## config.mk

```make
export PLATFORM = sky130hd
export DESIGN_NAME = pump_overheat_state_machine
export DESIGN_NICKNAME = d
export VERILOG_FILES = /design/src/sv/posm_pkg.sv /design/src/sv/pump_overheat_state_machine.sv
export SDC_FILE = /design/constraint.sdc
export NUM_CORES = 1
export LEC_CHECK = 0
export BUFFER_PORTS_ARGS = -buffer_cell sky130_fd_sc_hd__buf_2
export CAP_MARGIN = 20
export CORE_UTILIZATION = 47
export CTS_CLUSTER_SIZE = 30
export DETAILED_ROUTE_END_ITERATION = 12
export HOLD_SLACK_MARGIN = 0.06
export PLACE_DENSITY = 0.66
export SYNTH_ARGS = -nofsm -noshare
export SYNTH_HDL_FRONTEND = slang
export SYNTH_SLANG_ARGS = --single-unit
```

## constraint.sdc

```tcl
create_clock -name clock -period 4.4 [get_ports clock]
set_input_delay 0.22 -clock clock [delete_from_list [all_inputs] [get_ports clock]]
set_output_delay 0.22 -clock clock [all_outputs]
set_load 0.05 [all_outputs]
```

## src/sv/posm_pkg.sv

```systemverilog
// Package for the pump overheat state machine.
// Holds the mode, event, opcode and register index codes, widths and reset values.
// No dependencies.

package posm_pkg;

   // Default width of the trip, recovery and on-time counters.
   localparam int TIMER_BITS_DEF = 32;

   // Field widths.
   localparam int LEVEL_W      = 16;
   localparam int TICKS_W      = 32;
   localparam int ROUNDS_W     = 8;
   localparam int CSR_INDEX_W  = 3;
   localparam int CSR_DATA_W   = 32;

   // Register reset values.
   localparam logic [LEVEL_W-1:0]  MAX_LEVEL_RST     = 16'd8000;
   localparam logic [LEVEL_W-1:0]  MIN_LEVEL_RST     = 16'd2000;
   localparam logic [TICKS_W-1:0]  TRIP_TICKS_RST    = 32'd600000;
   localparam logic [TICKS_W-1:0]  RECOVER_TICKS_RST = 32'd300000;
   localparam logic [TICKS_W-1:0]  MAX_ON_TICKS_RST  = 32'd1800000;
   localparam logic [ROUNDS_W-1:0] MAX_ROUNDS_RST    = 8'd3;

   // Pump modes.
   typedef enum logic [1:0] {
      MODE_STOP = 2'd0,
      MODE_RUN  = 2'd1,
      MODE_HOT  = 2'd2
   } mode_type;

   // Events reported with each result.
   typedef enum logic [2:0] {
      EV_NONE    = 3'd0,
      EV_START   = 3'd1,
      EV_STOP    = 3'd2,
      EV_HOT     = 3'd3,
      EV_RECOVER = 3'd4,
      EV_MAXON   = 3'd5
   } event_type;

   // Request opcodes.
   typedef enum logic [1:0] {
      OP_TICK  = 2'd0,
      OP_LEVEL = 2'd1,
      OP_START = 2'd2,
      OP_STOP  = 2'd3
   } opcode_type;

   // Configuration register indexes.
   typedef enum logic [CSR_INDEX_W-1:0] {
      CSR_MAX_LEVEL     = 3'd0,
      CSR_MIN_LEVEL     = 3'd1,
      CSR_TRIP_TICKS    = 3'd2,
      CSR_RECOVER_TICKS = 3'd3,
      CSR_MAX_ON_TICKS  = 3'd4,
      CSR_MAX_ROUNDS    = 3'd5
   } csr_index_type;

endpackage

```

## src/sv/pump_overheat_state_machine.sv

```systemverilog
// Top level of the pump overheat state machine: request register, state update
// and result register. Depends on posm_pkg for codes, widths and reset values.

// The block takes one request per cycle unless a held result stalls it, and
// gives one result per request. A request is captured in an input register;
// when the result register is free or drains, one combinational pass updates
// the pump mode, the trip, recovery and on-time counters and the round count
// and loads the result register, from which the result transfers when the
// result side is ready. The state is updated in that same cycle, so the
// following request sees it at once. A held result stalls the input register
// only, and the configuration port is always ready. The user must write
// configuration only while no request is in flight; the block does not enforce it.

module pump_overheat_state_machine #(
   parameter int TIMER_BITS = posm_pkg::TIMER_BITS_DEF
) (
   input  logic                                clock,
   input  logic                                reset,
   // Request channel
   input  logic                                req_valid,
   output logic                                req_ready,
   input  logic [1:0]                          req_opcode,
   input  logic [posm_pkg::LEVEL_W-1:0]        req_water_level,
   input  logic                                req_water_valid,
   input  logic                                req_failsafe_latched,
   input  logic                                req_quiet_hours,
   // Result channel
   output logic                                rsp_valid,
   input  logic                                rsp_ready,
   output logic                                rsp_pump_on,
   output logic [1:0]                          rsp_pump_state,
   output logic [2:0]                          rsp_event_res,
   output logic [posm_pkg::ROUNDS_W-1:0]       rsp_rounds,
   output logic                                rsp_blink_fast,
   // Configuration write channel
   input  logic                                csr_valid,
   output logic                                csr_ready,
   input  logic [posm_pkg::CSR_INDEX_W-1:0]    csr_index,
   input  logic [posm_pkg::CSR_DATA_W-1:0]     csr_data
);

   // Compare width wide enough for both counters and tick registers.
   localparam int CW = (TIMER_BITS > posm_pkg::TICKS_W) ? TIMER_BITS : posm_pkg::TICKS_W;
   localparam logic [TIMER_BITS-1:0] TMAX = {TIMER_BITS{1'b1}};
   localparam logic [posm_pkg::ROUNDS_W-1:0] ROUNDS_W_ONE = posm_pkg::ROUNDS_W'(1);

   // Configuration registers.
   logic [posm_pkg::LEVEL_W-1:0]  max_level_ff, min_level_ff;
   logic [posm_pkg::TICKS_W-1:0]  trip_ticks_ff, recover_ticks_ff, max_on_ticks_ff;
   logic [posm_pkg::ROUNDS_W-1:0] max_rounds_ff;

   // Input register.
   logic                          in_valid_ff;
   posm_pkg::opcode_type          in_opcode_ff;
   logic [posm_pkg::LEVEL_W-1:0]  in_level_ff;
   logic                          in_wvalid_ff, in_refuse_ff, in_quiet_ff;

   // Controller state.
   posm_pkg::mode_type            mode_ff, mode_in;
   logic [TIMER_BITS-1:0]         trip_left_ff, trip_left_in;
   logic [TIMER_BITS-1:0]         recover_left_ff, recover_left_in;
   logic [TIMER_BITS-1:0]         on_time_ff, on_time_in;
   logic [posm_pkg::ROUNDS_W-1:0] round_count_ff, round_count_in;
   logic [posm_pkg::LEVEL_W-1:0]  last_level_ff, last_level_in;
   logic                          last_valid_ff, last_valid_in;
   logic                          fast_blink_ff, fast_blink_in;
   posm_pkg::event_type           event_in;

   // Result register.
   logic                          rsp_valid_ff;
   posm_pkg::mode_type            rsp_mode_ff;
   posm_pkg::event_type           rsp_event_ff;
   logic [posm_pkg::ROUNDS_W-1:0] rsp_rounds_ff;
   logic                          rsp_blink_ff;

   logic                          process;
   logic [posm_pkg::LEVEL_W-1:0]  threshold;
   logic                          level_usable;

   // Timer load: saturate to the counter range, a zero value loads as one.
   function automatic logic [TIMER_BITS-1:0] timer_load(input logic [posm_pkg::TICKS_W-1:0] v);
      logic [CW-1:0] v_ext;
      v_ext = CW'(v);
      if (v_ext > CW'(TMAX)) begin
         return TMAX;
      end else if (v == '0) begin
         return TIMER_BITS'(1);
      end else begin
         return v_ext[TIMER_BITS-1:0];
      end
   endfunction

   // Handshake: the input register moves on when the result register is free or drains.
   assign process   = in_valid_ff && (!rsp_valid_ff || rsp_ready);
   assign req_ready = !in_valid_ff || process;
   assign csr_ready = 1'b1;

   // Configuration writes; unknown indexes are ignored.
   always_ff @(posedge clock) begin
      if (reset) begin
         max_level_ff     <= posm_pkg::MAX_LEVEL_RST;
         min_level_ff     <= posm_pkg::MIN_LEVEL_RST;
         trip_ticks_ff    <= posm_pkg::TRIP_TICKS_RST;
         recover_ticks_ff <= posm_pkg::RECOVER_TICKS_RST;
         max_on_ticks_ff  <= posm_pkg::MAX_ON_TICKS_RST;
         max_rounds_ff    <= posm_pkg::MAX_ROUNDS_RST;
      end else if (csr_valid) begin
         case (posm_pkg::csr_index_type'(csr_index))
            posm_pkg::CSR_MAX_LEVEL:     max_level_ff     <= csr_data[posm_pkg::LEVEL_W-1:0];
            posm_pkg::CSR_MIN_LEVEL:     min_level_ff     <= csr_data[posm_pkg::LEVEL_W-1:0];
            posm_pkg::CSR_TRIP_TICKS:    trip_ticks_ff    <= csr_data[posm_pkg::TICKS_W-1:0];
            posm_pkg::CSR_RECOVER_TICKS: recover_ticks_ff <= csr_data[posm_pkg::TICKS_W-1:0];
            posm_pkg::CSR_MAX_ON_TICKS:  max_on_ticks_ff  <= csr_data[posm_pkg::TICKS_W-1:0];
            posm_pkg::CSR_MAX_ROUNDS:    max_rounds_ff    <= csr_data[posm_pkg::ROUNDS_W-1:0];
            default: ;
         endcase
      end
   end

   // Input register control.
   always_ff @(posedge clock) begin
      if (reset) begin
         in_valid_ff <= 1'b0;
      end else if (req_ready) begin
         in_valid_ff <= req_valid;
      end
   end

   // Input register payload.
   always_ff @(posedge clock) begin
      if (req_valid && req_ready) begin
         in_opcode_ff <= posm_pkg::opcode_type'(req_opcode);
         in_level_ff  <= req_water_level;
         in_wvalid_ff <= req_water_valid;
         in_refuse_ff <= req_failsafe_latched;
         in_quiet_ff  <= req_quiet_hours;
      end
   end

   // Next state and event for the request in the input register.
   always_comb begin
      mode_in         = mode_ff;
      trip_left_in    = trip_left_ff;
      recover_left_in = recover_left_ff;
      on_time_in      = on_time_ff;
      round_count_in  = round_count_ff;
      last_level_in   = last_level_ff;
      last_valid_in   = last_valid_ff;
      fast_blink_in   = fast_blink_ff;
      event_in        = posm_pkg::EV_NONE;
      threshold       = min_level_ff;
      level_usable    = 1'b0;

      case (in_opcode_ff)
         posm_pkg::OP_TICK: begin
            // On-time counts running ticks and saturates.
            if (mode_ff == posm_pkg::MODE_RUN && on_time_ff != TMAX) begin
               on_time_in = on_time_ff + TIMER_BITS'(1);
            end
            if (trip_left_ff != '0) begin
               trip_left_in = trip_left_ff - TIMER_BITS'(1);
               // Trip expiry forces cooldown unless the failsafe refuses it.
               if (trip_left_ff == TIMER_BITS'(1) && !in_refuse_ff &&
                   mode_ff != posm_pkg::MODE_HOT) begin
                  fast_blink_in   = 1'b1;
                  mode_in         = posm_pkg::MODE_HOT;
                  on_time_in      = '0;
                  recover_left_in = timer_load(recover_ticks_ff);
                  event_in        = posm_pkg::EV_HOT;
               end
            end else if (recover_left_ff != '0) begin
               recover_left_in = recover_left_ff - TIMER_BITS'(1);
               // Recovery: back to stopped, count a round, maybe restart.
               if (recover_left_ff == TIMER_BITS'(1)) begin
                  if (!in_refuse_ff) begin
                     fast_blink_in = 1'b0;
                  end
                  mode_in    = posm_pkg::MODE_STOP;
                  on_time_in = '0;
                  if (round_count_ff != '1) begin
                     round_count_in = round_count_ff + ROUNDS_W_ONE;
                  end
                  threshold    = (round_count_in < max_rounds_ff) ? max_level_ff : min_level_ff;
                  level_usable = last_valid_ff && last_level_ff != '0;
                  // A restart is only ever a start from stopped; a high level does nothing.
                  if (!in_quiet_ff && level_usable && last_level_ff < threshold &&
                      !in_refuse_ff) begin
                     mode_in      = posm_pkg::MODE_RUN;
                     trip_left_in = timer_load(trip_ticks_ff);
                  end
                  if (mode_in != posm_pkg::MODE_RUN) begin
                     round_count_in = '0;
                  end
                  event_in = posm_pkg::EV_RECOVER;
               end
            end
            // Max-on limit stops a running pump even under failsafe.
            if (mode_in == posm_pkg::MODE_RUN && CW'(on_time_in) > CW'(max_on_ticks_ff)) begin
               trip_left_in   = '0;
               mode_in        = posm_pkg::MODE_STOP;
               on_time_in     = '0;
               round_count_in = '0;
               event_in       = posm_pkg::EV_MAXON;
            end
         end
         posm_pkg::OP_LEVEL: begin
            // Store the reading, then check it against the lower and upper levels.
            last_level_in = in_level_ff;
            last_valid_in = in_wvalid_ff;
            level_usable  = in_wvalid_ff && in_level_ff != '0;
            if (level_usable && !in_refuse_ff) begin
               if (in_level_ff < min_level_ff) begin
                  if (mode_ff == posm_pkg::MODE_STOP) begin
                     mode_in      = posm_pkg::MODE_RUN;
                     on_time_in   = '0;
                     trip_left_in = timer_load(trip_ticks_ff);
                     event_in     = posm_pkg::EV_START;
                  end
               end else if (in_level_ff > max_level_ff && mode_ff == posm_pkg::MODE_RUN) begin
                  trip_left_in   = '0;
                  mode_in        = posm_pkg::MODE_STOP;
                  on_time_in     = '0;
                  round_count_in = '0;
                  event_in       = posm_pkg::EV_STOP;
               end
            end
         end
         posm_pkg::OP_START: begin
            // Manual start only from stopped.
            if (!in_refuse_ff && mode_ff == posm_pkg::MODE_STOP) begin
               mode_in      = posm_pkg::MODE_RUN;
               on_time_in   = '0;
               trip_left_in = timer_load(trip_ticks_ff);
               event_in     = posm_pkg::EV_START;
            end
         end
         posm_pkg::OP_STOP: begin
            // Manual stop only while running; cooldown goes on.
            if (!in_refuse_ff && mode_ff == posm_pkg::MODE_RUN) begin
               trip_left_in   = '0;
               mode_in        = posm_pkg::MODE_STOP;
               on_time_in     = '0;
               round_count_in = '0;
               event_in       = posm_pkg::EV_STOP;
            end
         end
         default: ;
      endcase
   end

   // Controller state registers.
   always_ff @(posedge clock) begin
      if (reset) begin
         mode_ff         <= posm_pkg::MODE_STOP;
         trip_left_ff    <= '0;
         recover_left_ff <= '0;
         on_time_ff      <= '0;
         round_count_ff  <= '0;
         last_level_ff   <= '0;
         last_valid_ff   <= 1'b0;
         fast_blink_ff   <= 1'b0;
      end else if (process) begin
         mode_ff         <= mode_in;
         trip_left_ff    <= trip_left_in;
         recover_left_ff <= recover_left_in;
         on_time_ff      <= on_time_in;
         round_count_ff  <= round_count_in;
         last_level_ff   <= last_level_in;
         last_valid_ff   <= last_valid_in;
         fast_blink_ff   <= fast_blink_in;
      end
   end

   // Result register control.
   always_ff @(posedge clock) begin
      if (reset) begin
         rsp_valid_ff <= 1'b0;
      end else if (process) begin
         rsp_valid_ff <= 1'b1;
      end else if (rsp_ready) begin
         rsp_valid_ff <= 1'b0;
      end
   end

   // Result register payload.
   always_ff @(posedge clock) begin
      if (process) begin
         rsp_mode_ff   <= mode_in;
         rsp_event_ff  <= event_in;
         rsp_rounds_ff <= round_count_in;
         rsp_blink_ff  <= fast_blink_in;
      end
   end

   // Result outputs.
   assign rsp_valid      = rsp_valid_ff;
   assign rsp_pump_on    = (rsp_mode_ff == posm_pkg::MODE_RUN);
   assign rsp_pump_state = rsp_mode_ff;
   assign rsp_event_res  = rsp_event_ff;
   assign rsp_rounds     = rsp_rounds_ff;
   assign rsp_blink_fast = rsp_blink_ff;

endmodule

```

==> flow_results.org <==
** Run status
- The run finished, with violations left.
- The checks that failed: negative setup slack.

** Timing
- Period utilisation layout :: 1.09
- Max-Slew Margin vs Limit :: 0.322
- Total count of hold-check failures in the final report :: 0
- Timing would allow up to about 210 MHz.
- Count of endpoints failing setup in the final report :: 77
- On the final layout, the worst clock skew is ~0.012 ns.
- Setup total negative slack on the finished layout was measured at -14.71 ns.
- Slew of the pin with the lowest slew margin :: just over 1 ns
- PnR worst setup slack :: -0.405 ns
- Count of pins over their slew limit :: 0
- Time the final worst path needs with I/O delays and setup :: between 4 and 5 ns
- Setup repair after global routing missed its margin :: yes

** Pwr
- Total power density per cell area :: 324 nW/um^2
- IR analysis of the VDD net gives a maximum drop of between 300 and 400 uV.
- Total leakage power :: a little under 9 nW
- Sum of internal, switching and leakage power :: between 0.007 and 0.008 W

** Clocking
- Counting every sink on the clock net gives between 200 and 300.
- Post-CTS clock slew at the launch and capture registers of the worst setup and hold paths :: approximately 0.06 ns
- The clock tree synthesis step divided the H-tree into 2 levels.
- For the worst-skew pair, the clock arrives at the later sink with an insertion delay of 0.53 ns.
- Library cell used as clock root buffer :: sky130_fd_sc_hd__clkbuf_16
- TritonCTS built the clock tree.
- The longest clock path from root to sink contains 3 buffers.
- Clock buffer count from CTS :: 35

** Setup path
- Kind of capture point of the worst setup path :: flip-flop
- The worst setup path is launched from a flip-flop.
- Worst Path Required :: 4.81 ns
- Worst Path Buf+Inv :: 5
- Origin of the critical flop-to-flop path :: round_count_ff[1]
- Arr. time, crit path :: roughly 5.2 ns
- Classification of the worst setup path :: flip-flop to flip-flop
- Worst setup path start :: round_count_ff[1]
- Along the worst path, the maximum fanout reaches 6.
- The signal on the critical path passes through ha_4 > buf_6 > nor2b_4 > or3_4 > ha_4 > o21ai_2 > a211oi_2 > nand3_2 > nand2_4 > clkbuf_16 > buf_6 > nor2_2 > a21oi_2 > ha_2 > a21o_1 > a21o_1 > a21oi_2 > o211ai_1 > o21ai_2 > buf_4 > a211oi_4 > nor2_4 > buf_8 > a211oi_1.
- Largest delay contributor family on the critical path :: compound AO/OA/AOI/OAI gates
- The largest individual stage delay along the critical path comes from the cell sky130_fd_sc_hd__o211ai_1.
- Max incr delay on CP :: approximately 0.46 ns

** Yosys
- The Yosys step of the flow raised 0 warnings.
- The synthesized design contains around 300 register bits.
- The most common cell in the synthesized netlist is sky130_fd_sc_hd__nand2_1.
- Avg Cell Area, Syn :: ~7.9 sq um
- Counting flops with an async set or reset pin after synthesis yields a share of 0.
- Counting distinct cell types in the post-synthesis netlist gives 80.
- Cell accounting for the most synthesized area :: sky130_fd_sc_hd__dfxtp_1
- Sequential element share of the synthesized area :: 0.390
- Post-synth top area share :: 0.325
- In the synthesized netlist the dominant register cell turns out to be sky130_fd_sc_hd__dfxtp_1.
- In this run, synthesis inferred 35 flip-flops with an integrated enable.
- Counting every net in the synthesized netlist gives between 2000 and 2500.
- The cell area that synthesis handed to floorplanning was roughly 16000 sq um.
- Cell types with the largest area share after synthesis :: sky130_fd_sc_hd__dfxtp_1, sky130_fd_sc_hd__nand2_1, sky130_fd_sc_hd__a21oi_1, sky130_fd_sc_hd__ha_1, sky130_fd_sc_hd__edfxtp_1
- Synth Instances :: 2051
- Leading cell types by count after synthesis :: sky130_fd_sc_hd__nand2_1, sky130_fd_sc_hd__dfxtp_1, sky130_fd_sc_hd__a21oi_1

** Route
- Count of unresolved DRC violations after routing :: 0
- After detailed routing, the number of vias per cell comes to ~6.0.
- Violation count after the first detailed-routing iteration :: between 1500 and 2000
- The routed design has 56600 um of wire.
- Residual antenna-violating net count after detailed routing :: 0
- DRT Pass-1 Iters :: 8
- After detailed routing, the average wire length per cell comes to between 15 and 20 um.
- The routed layout has approximately 17000 vias.

** Placed design
- Summing all placed instances gives a cell area of about 19000 sq um.
- Input and output buffers added on the ports amount to 77.
- Global placement routability congestion :: 0.942
- DP Worst Slack :: -0.446 ns
- Placed wire-length estimate after detailed placement :: approximately 37000 um

** Floorplan
- Starting density of the core :: 0.479
- Full die area :: ~35000 sq um
- Die Ht :: 187 um
- Area of the core :: 33700 sq um
- In this run the core area contains 67 standard-cell rows.
- between 70 and 80 I/O pins were placed.
- Die outline width :: roughly 190 um

** Worst hold path
- The startpoint identified for the worst hold timing path is csr_data[4].
- In this run the worst hold path is classified as input pin to flip-flop.

** Layout
- After routing the design area is 22100 sq um.
- Of the cells placed in the final design, the portion with a size suffix greater than 1 is 0.263.
- Antenna Cells :: 0
- Signed area change from the synthesized netlist to the final layout :: 37.0%
- At the end of the flow, the number of nets in the layout was approximately 2500.
- At the end of the flow the core is filled with cells to 0.656.

** Global routing
- Global route overflow :: 0
- First-pass GRT wire length :: 86000 um
- Overall global routing resource usage :: 0.304
- The via count of the first global-routing pass was between 15000 and 20000.
- Entering global routing, the biggest net connects 78 pins.
- The number of antenna violations at the first check in global routing is 0.

** Job
- MaxCap Viol Count :: 0
-- metrics by stage --
stage / cells / hold slack, ns
floorplan: 2051 / 0.319
global placement: 2699 / 0.397
detailed placement: 2699 / 0.398
CTS: 2834 / 0.0644
global route: 2866 / 0.0657
finish: 2866 / 0.0850
-- registers in the layout (all words and copies together) (netlist names), 3 cells and up --
register / count
in_level_ff: 16
rsp_event_res: 3
last_level_ff: 16
recover_left_ff: 32
on_time_ff: 32
max_on_ticks_ff: 32
trip_ticks_ff: 32
recover_ticks_ff: 32
max_level_ff: 16
max_rounds_ff: 8
round_count_ff: 8
min_level_ff: 16
rsp_rounds: 8
trip_left_ff: 32
-- kinds of logic (layout without fill, tap and decap cells) --
family                   count (synthesis)  count (layout)  synth area share
AO/OA/AOI/OAI                          543             543             0.215
XOR/XNOR                                49              49            0.0266
adder cells (fa/ha/maj)                 91              91            0.0705
buffers and inverters                  208             575            0.0505
flip-flops                             297             297             0.390
multiplexers                             3               3           0.00194
other                                    1               1          0.000232
AND/OR/NAND/NOR                        859             859             0.245
-- power by group --
| part | leakage, nW | internal [W] | total (W) | switching [W] |
|---|---|---|---|---|
| Combinational | 5.82 | 0.000478 | 0.00128 | 0.000798 |
| Sequential | 2.46 | 0.00281 | 0.00287 | 0.0000633 |
| Clock | 0.589 | 0.00182 | 0.00301 | 0.00120 |
-- worst paths after layout --
check	end	slack, ns	cells past startpoint
setup / recovery	trip_left_ff[14]	-0.41	24
hold reg to reg	max_rounds_ff[6]	0.46	2
hold / removal	recover_ticks_ff[4]	0.08	3
setup reg to reg	trip_left_ff[14]	-0.41	24
-- layer usage --
| layer | vias to the layer above | track usage | wire [um] |
|---|---|---|---|
| li1 | 8033 | - | - |
| met1 | 8173 | 0.401 | 23800 |
| met2 | 718 | 0.510 | 26600 |
| met3 | 166 | 0.0420 | 3940 |
| met4 | 0 | 0.106 | 2270 |
| met5 | - | 0 | 0 |
-- worst min-delay path: stages --
cell and delay (ns):
sky130_fd_sc_hd__buf_2 0.19, sky130_fd_sc_hd__nand2_1 0.09, sky130_fd_sc_hd__a21oi_1 0.06
-- placed cells by master (no fill, tap or decap), types with 17 or more instances in the layout --
master	n
sky130_fd_sc_hd__a21oi_1	188
sky130_fd_sc_hd__a21oi_2	37
sky130_fd_sc_hd__a22o_1	33
sky130_fd_sc_hd__buf_2	76
sky130_fd_sc_hd__buf_4	239
sky130_fd_sc_hd__buf_6	34
sky130_fd_sc_hd__clkbuf_16	44
sky130_fd_sc_hd__dfxtp_1	254
sky130_fd_sc_hd__dlygate4sd3_1	54
sky130_fd_sc_hd__edfxtp_1	35
sky130_fd_sc_hd__ha_1	79
sky130_fd_sc_hd__inv_1	87
sky130_fd_sc_hd__nand2_1	395
sky130_fd_sc_hd__nand3_1	64
sky130_fd_sc_hd__nand4_1	31
sky130_fd_sc_hd__nor2_1	132
sky130_fd_sc_hd__nor3_1	36
sky130_fd_sc_hd__nor4_1	37
sky130_fd_sc_hd__o211ai_1	29
sky130_fd_sc_hd__o21ai_0	62
sky130_fd_sc_hd__or3_1	17
sky130_fd_sc_hd__xnor2_1	21
sky130_fd_sc_hd__xor2_1	28
-- layout make-up --
type	count	area [sq um]
Fill cell	2764	11600
Clock buffer	46	1030
Tap cell	448	561
Clock inverter	14	150
Sequential cell	297	6310
Multi-Input combinational cell	1546	10100
Inverter	88	330
Timing Repair Buffer	427	3620
-- repair_timing --
| item | 4_1_cts | 5_1_grt |
|---|---|---|
| setup buffers | 17 | 21 |
| setup endpoints to repair | 83 | 83 |
| hold buffers | 54 | 0 |
| pin swaps | 67 | 68 |
| cloned | 4 | 8 |
| hold endpoints to repair | 116 | 0 |
| gates resized for setup | 125 | 147 |
Note: power is estimated with default switching activity, not from simulation.
